`src/rtl/sjgam_pkg.sv`:
```
// Shared types of the Shift-JIS glyph address mapper.
// Request and response payload structs; no dependencies.
package sjgam_pkg;

   typedef struct packed {
      logic [7:0] lead_byte;
      logic [7:0] trail_byte;
   } req_type;

   typedef struct packed {
      logic [1:0]  bytes_used;
      logic        full_width;
      logic [23:0] first_offset;
      logic        second_valid;
      logic [15:0] second_offset;
   } rsp_type;

endpackage

```
`src/rtl/sjgam_mapper.sv`:
```
// Combinational glyph offset mapping for one lead/trail byte pair.
// Depends on sjgam_pkg for the payload structs.
module sjgam_mapper (
   input  sjgam_pkg::req_type req,
   output sjgam_pkg::rsp_type rsp
);

   localparam logic [23:0] SPACE_FULL   = 24'h000467;
   localparam logic [23:0] QUESTION     = 24'h000987;
   localparam logic [23:0] SYM_BASE     = 24'h52CD00;
   localparam logic [23:0] GREEK_BASE   = 24'h553D40;
   localparam logic [23:0] KANJI0_BASE  = 24'h56BA01;
   localparam logic [23:0] ROW_MUL      = 24'h002BD4;
   localparam logic [23:0] K1_LO        = 24'h3F70BC;
   localparam logic [23:0] K1_HI        = 24'h3F7161;
   localparam logic [23:0] K2_LO        = 24'h3F8C73;
   localparam logic [23:0] K2_HI        = 24'h3F8D18;
   localparam logic [23:0] K3_LO        = 24'h5DD773;
   localparam logic [23:0] K3_HI        = 24'h5DD818;
   localparam logic [23:0] MUL_SYM      = 24'h0000A4;
   localparam logic [23:0] MUL_KANJI    = 24'h0000A5;

   function automatic logic is_half(input logic [7:0] c);
      return ((c >= 8'h20) && (c <= 8'h7E)) || ((c >= 8'hA1) && (c <= 8'hDF));
   endfunction

   function automatic logic [15:0] half_offset(input logic [7:0] c);
      logic [15:0] c16;
      c16 = {8'h00, c};
      if (c <= 8'h63) return 16'h0386 + c16 * 16'h007E;
      if (c <= 8'h7E) return 16'h0323 + c16 * 16'h007F;
      return c16 * 16'h0081 - 16'h0EFB;
   endfunction

   function automatic logic [23:0] full_offset(input logic [7:0] h, input logic [7:0] l);
      logic [15:0] code;
      logic [23:0] c24;
      logic [23:0] row;
      logic [23:0] kbase;
      int          adj;
      code  = {h, l};
      c24   = {8'h00, code};
      row   = {16'h0000, h} * ROW_MUL;
      kbase = c24 * MUL_KANJI - row;
      adj   = 0;
      if (code >= 16'h8140 && code <= 16'h83D6) begin
         if      (code <= 16'h817E) adj = 1127;
         else if (code <= 16'h81AC) adj = 963;
         else if (code <= 16'h81BF) adj = -841;
         else if (code <= 16'h81CE) adj = -2153;
         else if (code <= 16'h81E8) adj = -3957;
         else if (code <= 16'h81F7) adj = -5105;
         else if (code == 16'h81FC) adj = -5761;
         else if (code <= 16'h8258) adj = -19209;
         else if (code <= 16'h8279) adj = -20357;
         else if (code <= 16'h829A) adj = -21505;
         else if (code <= 16'h82F1) adj = -22161;
         else if (code <= 16'h837E) adj = -34953;
         else if (code <= 16'h8396) adj = -35117;
         else if (code <= 16'h83B6) adj = -36429;
         else if (code >= 16'h83BF) adj = -37741;
         return c24 * MUL_SYM - SYM_BASE + 24'(adj);
      end
      if (code >= 16'h8440 && code <= 16'h84BE) begin
         if      (code <= 16'h8460) adj = 70992;
         else if (code <= 16'h847E) adj = 68517;
         else if (code <= 16'h8491) adj = 68352;
         else if (code >= 16'h849F) adj = 66207;
         return c24 * MUL_KANJI - GREEK_BASE + 24'(adj);
      end
      if (code >= 16'h8740 && code <= 16'h879E) return QUESTION;
      if (code >= 16'h889F && code <= 16'h88FC) return c24 * MUL_KANJI - KANJI0_BASE;
      if (code >= 16'h8940 && code <= 16'h9872) begin
         if (l <= 8'h7E) return kbase - K1_LO;
         if (l >= 8'h80) return kbase - K1_HI;
         return SPACE_FULL;
      end
      if (code >= 16'h989F && code <= 16'h9FFC) begin
         if (l <= 8'h7E) return kbase - K2_LO;
         if (l >= 8'h80) return kbase - K2_HI;
         return SPACE_FULL;
      end
      if (code >= 16'hE040 && code <= 16'hEAA4) begin
         if (l <= 8'h7E) return kbase - K3_LO;
         if (l >= 8'h80) return kbase - K3_HI;
         return SPACE_FULL;
      end
      return SPACE_FULL;
   endfunction

   logic [7:0] lead;
   logic       trail_half;

   assign lead       = (req.lead_byte < 8'h20) ? 8'h20 : req.lead_byte;
   assign trail_half = is_half(req.trail_byte);

   always_comb begin
      if (is_half(lead)) begin
         rsp.full_width    = 1'b0;
         rsp.first_offset  = {8'h00, half_offset(lead)};
         rsp.bytes_used    = trail_half ? 2'd2 : 2'd1;
         rsp.second_valid  = trail_half;
         rsp.second_offset = trail_half ? half_offset(req.trail_byte) : 16'h0000;
      end else begin
         rsp.full_width    = 1'b1;
         rsp.first_offset  = full_offset(lead, req.trail_byte);
         rsp.bytes_used    = 2'd2;
         rsp.second_valid  = 1'b0;
         rsp.second_offset = 16'h0000;
      end
   end

endmodule

```
`src/rtl/sjis_glyph_address_mapper_unit.sv`:
```
// Shift-JIS glyph address mapper, top level: input register, mapping, result register.
// A transfer passes through the input register and then the result register before its response is valid.
// Throughput: one transfer per cycle while rsp_ready stays high; the mapping is a single pass between the registers.
// Reset (synchronous, active high) empties both register stages.
// Depends on sjgam_pkg and sjgam_mapper.
module sjis_glyph_address_mapper_unit (
   input  logic               clock,
   input  logic               reset,
   input  logic               req_valid,
   output logic               req_ready,
   input  sjgam_pkg::req_type req_data,
   output logic               rsp_valid,
   input  logic               rsp_ready,
   output sjgam_pkg::rsp_type rsp_data
);

   logic               s1_valid_ff;
   logic               s1_valid_in;
   sjgam_pkg::req_type s1_data_ff;
   logic               rsp_valid_ff;
   logic               rsp_valid_in;
   sjgam_pkg::rsp_type rsp_data_ff;
   sjgam_pkg::rsp_type map_rsp;
   logic               rsp_load;
   logic               s1_move;
   logic               req_xfer;

   assign rsp_load  = !rsp_valid_ff || rsp_ready;
   assign s1_move   = s1_valid_ff && rsp_load;
   assign req_ready = !s1_valid_ff || rsp_load;
   assign req_xfer  = req_valid && req_ready;

   assign s1_valid_in  = req_xfer ? 1'b1 : (s1_move ? 1'b0 : s1_valid_ff);
   assign rsp_valid_in = rsp_load ? s1_valid_ff : rsp_valid_ff;

   sjgam_mapper u_mapper (
      .req (s1_data_ff),
      .rsp (map_rsp)
   );

   always_ff @(posedge clock) begin
      if (reset) begin
         s1_valid_ff  <= 1'b0;
         rsp_valid_ff <= 1'b0;
      end else begin
         s1_valid_ff  <= s1_valid_in;
         rsp_valid_ff <= rsp_valid_in;
      end
   end

   always_ff @(posedge clock) begin
      if (req_xfer) begin
         s1_data_ff <= req_data;
      end
      if (s1_move) begin
         rsp_data_ff <= map_rsp;
      end
   end

   assign rsp_valid = rsp_valid_ff;
   assign rsp_data  = rsp_data_ff;

`ifndef SYNTHESIS
   a_reset_empty: assert property (@(posedge clock)
      reset |=> (!s1_valid_ff && !rsp_valid_ff))
      else $error("pipeline not empty after reset");

   a_bytes_range: assert property (@(posedge clock) disable iff (reset)
      rsp_valid |-> (rsp_data.bytes_used == 2'd1 || rsp_data.bytes_used == 2'd2))
      else $error("bytes_used out of range");

   a_full_no_second: assert property (@(posedge clock) disable iff (reset)
      (rsp_valid && rsp_data.full_width) |->
         (!rsp_data.second_valid && rsp_data.second_offset == 16'h0000 &&
          rsp_data.bytes_used == 2'd2))
      else $error("full-width response carries a second glyph");

   a_single_byte: assert property (@(posedge clock) disable iff (reset)
      (rsp_valid && rsp_data.bytes_used == 2'd1) |->
         (!rsp_data.second_valid && rsp_data.second_offset == 16'h0000))
      else $error("one-byte response carries a second glyph");

   a_stall_hold: assert property (@(posedge clock) disable iff (reset)
      (s1_valid_ff && !rsp_load) |=> (s1_valid_ff && $stable(s1_data_ff)))
      else $error("input stage dropped a stalled item");
`endif

endmodule

```
`config.mk`:
```
export PLATFORM = sky130hd
export DESIGN_NAME = sjis_glyph_address_mapper_unit
export DESIGN_NICKNAME = d
export VERILOG_FILES = /design/src/rtl/sjgam_pkg.sv /design/src/rtl/sjgam_mapper.sv /design/src/rtl/sjis_glyph_address_mapper_unit.sv
export SDC_FILE = /design/constraint.sdc
export NUM_CORES = 1
export LEC_CHECK = 0
export CAP_MARGIN = 15
export CORE_MARGIN = 2
export CORE_UTILIZATION = 49
export DETAILED_ROUTE_END_ITERATION = 6
export DONT_BUFFER_PORTS = 1
export PLACE_DENSITY = 0.66
export SETUP_SLACK_MARGIN = 0.2
export SYNTH_ARGS = -nofsm -noshare
export SYNTH_HDL_FRONTEND = slang
export SYNTH_SLANG_ARGS = --single-unit
```
`constraint.sdc`:
```
create_clock -name clock -period 8.5 [get_ports clock]
set_input_delay 1.275 -clock clock [delete_from_list [all_inputs] [get_ports clock]]
set_output_delay 1.275 -clock clock [all_outputs]
set_load 0.005 [all_outputs]
```
==> results of run 1 <==
[per-stage QoR]
step	setup WS [ns]	instance area, um^2	setup TNS, ns	hold slack, ns	utilization [%]
final	0.491	24500	0	0.534	54.3
after CTS	0.241	24200	0	0.534	53.7
after detailed placement	-0.0610	23900	-0.0610	0.523	53.0
after global placement	0.287	23900	0	0.501	53.0
after global routing	0.141	24500	0	0.569	54.2
after floorplan	0.273	22300	0	0.478	-
[layout make-up]
cell class | count | area, um^2
clock buffers | 9 | 225
repair buffers | 167 | 1250
fillers | 4382 | 20600
multi-input cells | 2284 | 19000
flip-flops and latches | 62 | 1840
clock inverters | 7 | 62.6
inverters | 358 | 1350
diodes | 1 | 2.50
well taps | 600 | 751
[cells in the final DEF (no fill, tap or decap), drive strengths merged, types with 31 or more instances in the layout]
| master | count |
|---|---|
| a21oi | 199 |
| o21bai | 31 |
| o211ai | 33 |
| fa | 121 |
| nor2 | 176 |
| nand3 | 57 |
| xnor2 | 136 |
| nand2b | 31 |
| a211oi | 36 |
| inv | 359 |
| a31oi | 34 |
| nand2 | 180 |
| o21ai | 159 |
| a21o | 51 |
| buf | 167 |
| ha | 431 |
| xor2 | 74 |
| nor3 | 70 |
| edfxtp | 60 |
[worst min-delay path by stage]
stage	end	slack (ns)	depth (start not counted)
final	rsp_valid	0.53	2
after global routing	rsp_valid	0.57	2
after CTS	rsp_valid	0.53	2
after detailed placement	rsp_valid	0.52	2
after global placement	rsp_valid	0.50	2
after floorplan	rsp_valid	0.48	2
[cells by family (layout without fill, tap and decap cells)]
kind of cell               count (synthesis)  count (layout)
AOI/OAI and AO/OA                        784             784
and+or+nand+nor                          718             718
adders and majority gates                552             552
buffers and inverters                    443             541
xor gates and xnor gates                 211             211
DFF                                       62              62
muxes                                     19              19
other                                      0               1
[flip-flops by register name, summed over array words and instances, names as in the netlist]
register	count
s1_data_ff	16
s1_valid_ff	1
rsp_valid	1
rsp_data	44
[timing repair]
action,in CTS,in global routing
pin swaps,0,2
buffers inserted,0,9
endpoints found under the setup margin,2,9
resized for setup,4,39
[worst max-delay path, delay by kind of cell (launching register included)]
family,cells,cell delay (ns)
AO/OA/AOI/OAI,7,1.71
adder cells (fa/ha/maj),6,2.55
buffers and inverters,7,0.95
flip-flops,1,0.40
AND/OR/NAND/NOR,8,2.09
[routing by layer]
metal  GRT usage (%)  vias to the layer above  wire length, um
met4            16.4                        2             4170
met1            46.5                    10500            35400
li1                -                    10200                -
met3            5.86                      209             6790
met2            55.9                     1000            36300
met5               0                        -               11
==> flow_metrics.py, run 1 <==
metrics = {
    "timing": {
        "post-route-period-util_pct": 94.2,
        "min_period_ns": 8.01,
        "fmax_mhz": 125,
        "finalSetupViolCount": 0,
        "worst_slew_pin_slew_ns": 1.02,
        "finalMaxSlewViolations": 0,
        "rsz0062_at_grt": "true",
        "final_hold_viol_count": 0,
        "finClkSkew_ns": 0.0133,
        "max-slew-margin-rel_pct": 31.7,
    },
    "drt": {
        "routed_wl_um": 82600,
        "via_per_inst": 6.28,
        "dr.pass1.iters": 7,
        "drtAntennaViolNets": 0,
        "drt_iter0_markers": 1986,
        "drc": 3,
        "wire_per_inst_um": 23.7,
        "vias": 21900,
    },
    "floorplan": {
        "die-area_mm2": 0.0471,
        "die_h_um": 217,
        "ios": 66,
        "rows": 78,
        "coreArea_mm2": 0.0451,
        "die_x_um": 217,
        "start_util_pct": 49.3,
    },
    "final_layout": {
        "instances_no_fill": 3488,
        "nets": 3454,
        "area_growth_pct": 9.94,
        "drive_above_1_share_pct": 9.46,
    },
    "yosys": {
        "seq_area_frac_synth_pct": 8.28,
        "synthSimpleGateAreaFrac_pct": 16.0,
        "synth_adder_area_share_pct": 35.1,
        "synthArstFlopShare_pct": 0,
        "synthFlopType": "edfxtp_1",
        "synth.most_common_cell": "ha_1",
        "yosys.area.top_type": "ha_1",
        "synthMuxAreaShare_pct": 0.866,
        "synth_common_cells": "431 x ha_1, 357 x inv_1, 196 x a21oi_1",
        "synth_area_per_cell_um2": 7.98,
        "synth_area_leaders": "ha_1 24%, fa_1 11%, edfxtp_1 8.1%",
        "synth_cells": 2789,
        "synth_edf_count": 60,
        "netlist_area_mm2": 0.0222,
        "yosysWarnings": 0,
        "synthDistinctLibCells": 100,
        "syn-num-nets": 3361,
        "yosysTopAreaCellShare_pct": 24.2,
        "synth_xor_area_share_pct": 8.44,
        "synth_compound_area_share_pct": 23.7,
        "yosys_register_bits": 62,
        "synth_top_family_by_area": "adder cells",
    },
    "worst_setup_path": {
        "r2r-start": "s1_data_ff[14]",
        "worstPathArrival_ns": 8.11,
        "startpoint_type": "flop",
        "ff2ff_setup_slack_ns": 0.49,
        "crit_type": "reg2reg",
        "startpoint": "s1_data_ff[14]",
        "critPathCapture": "rsp_data[31]",
        "cp_max_fo": 9,
        "crit_required_ns": 8.60,
        "r2r_end": "rsp_data[31]",
        "endpoint_kind": "flop",
        "r2r_cells": 28,
        "critPathMaxStageDelay_ns": 0.61,
        "cp_slowest_cell": "fa_1",
    },
    "placed_design": {
        "gp_congestion": 1.04,
        "placed_cells": 3462,
        "hpwlAfterDp_um": 68000,
        "portBuffers": 0,
    },
    "clocking": {
        "worstSkewPairLatency_ns": 0.40,
        "clock-root-buffer": "clkbuf_16",
        "htreeDepth": 3,
        "clkTransAtPathRegs_ns": 0.07,
        "cts_made_buffers": 9,
        "clock_sinks": 62,
        "cts_tree": "yes",
        "clockBufferDepth": 2,
        "holdBufCountCts": 0,
    },
    "global_route": {
        "antenna_found_initial": 1,
        "grt_max_degree": 34,
        "first_global_vias": 21700,
        "track_usage_pct": 35.1,
        "grt_pass1_wl_um": 127000,
        "grt_overflow": 0,
    },
    "run": {
        "cap_violations": 0,
    },
    "worst_hold_path": {
        "hp-class": "reg2reg",
        "worstHoldStart": "s1_valid_ff",
    },
    "run_status": {
        "status": "finished with violations",
        "violations": "design-rule violations",
    },
}
Power of run 1 is left out: the tool's default activity adds up to more than one toggle a clock period on the data nets, which glitch-free logic cannot reach.
==> inputs of run 2 (changes only) <==
Settings changed: REMOVE_ABC_BUFFERS from default to 1.
==> flow_metrics.py, run 2 (synthesis results as in run 1) <==
metrics = {
    "clocking": {
        "worstSkewPairLatency_ns": 0.39,
        "clock_sinks": 62,
        "clkTransAtPathRegs_ns": 0.08,
        "clock-root-buffer": "clkbuf_16",
        "htreeDepth": 3,
        "cts_tree": "yes",
        "cts_made_buffers": 9,
        "holdBufCountCts": 0,
        "clockBufferDepth": 2,
    },
    "global_route": {
        "track_usage_pct": 34.0,
        "grt_pass1_wl_um": 123000,
        "grt_overflow": 0,
        "antenna_found_initial": 0,
        "grt_max_degree": 31,
        "first_global_vias": 21000,
    },
    "worst_setup_path": {
        "crit_required_ns": 8.75,
        "crit_type": "reg2reg",
        "r2r-start": "s1_data_ff[14]",
        "r2r_cells": 32,
        "endpoint_kind": "flop",
        "ff2ff_setup_slack_ns": 0.60,
        "worstPathArrival_ns": 8.15,
        "r2r_end": "rsp_data[37]",
        "startpoint_type": "flop",
        "cp_slowest_cell": "ha_1",
        "critPathMaxStageDelay_ns": 0.56,
        "cp_max_fo": 12,
    },
    "timing": {
        "rsz0062_at_grt": "false",
        "post-route-period-util_pct": 93.0,
        "final_hold_viol_count": 0,
        "finClkSkew_ns": 0.0165,
        "holdWs_ns": 0.538,
        "worst_slew_pin_slew_ns": 1.11,
        "setup_tns_ns": 0,
        "fmax_mhz": 127,
        "max-slew-margin-rel_pct": 25.0,
        "finalSetupViolCount": 0,
        "finalMaxSlewViolations": 0,
        "min_period_ns": 7.90,
    },
    "final_layout": {
        "largest_register_ffs": 44,
        "nets": 3428,
        "drive_above_1_share_pct": 8.39,
        "final_cell_mix": "427 x ha_1, 357 x inv_1, 189 x a21oi_1",
        "nFillCells": 4288,
        "mostFrequentLayoutCell": "ha_1",
        "instances_no_fill": 3461,
        "area_growth_pct": 8.89,
        "diodes": 0,
        "multi_input_area_mm2": 0.0189,
        "regArea_mm2": 0.00184,
        "post-route-util_pct": 53.7,
    },
    "worst_hold_path": {
        "hold-path-cell-count": 2,
        "hold_end": "rsp_valid",
        "worstHoldStart": "s1_valid_ff",
        "hp-class": "reg2reg",
    },
    "floorplan": {
        "die-area_mm2": 0.0471,
        "die_x_um": 217,
        "coreArea_mm2": 0.0451,
        "rows": 78,
        "ios": 66,
        "start_util_pct": 49.3,
        "die_h_um": 217,
    },
    "drt": {
        "drt_iter0_markers": 2153,
        "via_per_inst": 6.26,
        "routed_wl_um": 81100,
        "wire_per_inst_um": 23.4,
        "top_layer_used": "met4",
        "routed-wl-met2_um": 36300,
        "drt-met1-wl_um": 35700,
        "drc": 0,
        "drtAntennaViolNets": 0,
        "vias": 21700,
        "met3_wirelength_um": 5770,
        "dr.pass1.iters": 6,
    },
    "run_status": {
        "status": "finished, final reports clean",
    },
    "placed_design": {
        "hpwlAfterDp_um": 67000,
        "portBuffers": 0,
        "placed_cells": 3440,
        "gp_congestion": 0.998,
    },
    "run": {
        "cap_violations": 0,
    },
}
run 2: changes by cell type in the layout (fill, tap and decap cells not counted), sizes merged:
cell | before | now
clkinvlp | 3 | 2
bufinv | 0 | 1
buf | 167 | 141
diode | 1 | 0
run 2: final cells by class:
cell class | count | share of cell area, %
Multi-Input combinational cell | 2284 | 78.1
Sequential cell | 62 | 7.60
Inverter | 358 | 5.55
Timing Repair Buffer | 141 | 4.42
Tap cell | 600 | 3.10
Clock buffer | 9 | 0.930
Clock inverter | 7 | 0.300
run 2: layer usage:
layer  vias up  track usage (%)
met1     10500             47.3
li1      10100                -
met3       150             3.31
met2       912             54.2
met5         -                0
met4         0             13.4
run 2: critical path: cells and delay by family, from the launching register on:
family                     cells  cell delay [ns]
xor gates and xnor gates       2             0.66
muxes                          1             0.27
adders and majority gates      7             2.73
and+or+nand+nor                5             0.77
DFF                            1             0.39
AOI/OAI and AO/OA             13             2.67
buffers and inverters          4             0.27
run 2: what timing repair did:
| item | CTS | global route |
|---|---|---|
| buffers inserted | 0 | 5 |
| setup endpoints to repair | 1 | 10 |
| gates resized for setup | 1 | 34 |
| pin swaps | 0 | 1 |
run 2: metrics by stage:
stage          setup WS (ns)  instance area, um^2
5_1_grt                0.190                24200
2_1_floorplan        -0.0261                21900
3_3_place_gp           0.300                23700
6_report               0.597                24200
4_1_cts                0.204                24000
3_5_place_dp           0.103                23700
run 2: how the worst max path moves through the flow:
stage	from	end	slack (ns)	cells after the start
global route	s1_data_ff[14]	rsp_data[40]	0.19	35
CTS	s1_data_ff[14]	rsp_data[40]	0.20	37
finish	s1_data_ff[14]	rsp_data[37]	0.60	32
floorplan	s1_data_ff[15]	rsp_data[40]	-0.03	34
global placement	s1_data_ff[14]	rsp_data[40]	0.30	37
detailed placement	s1_data_ff[14]	rsp_data[40]	0.10	37
Power of run 2 is left out for the same reason.
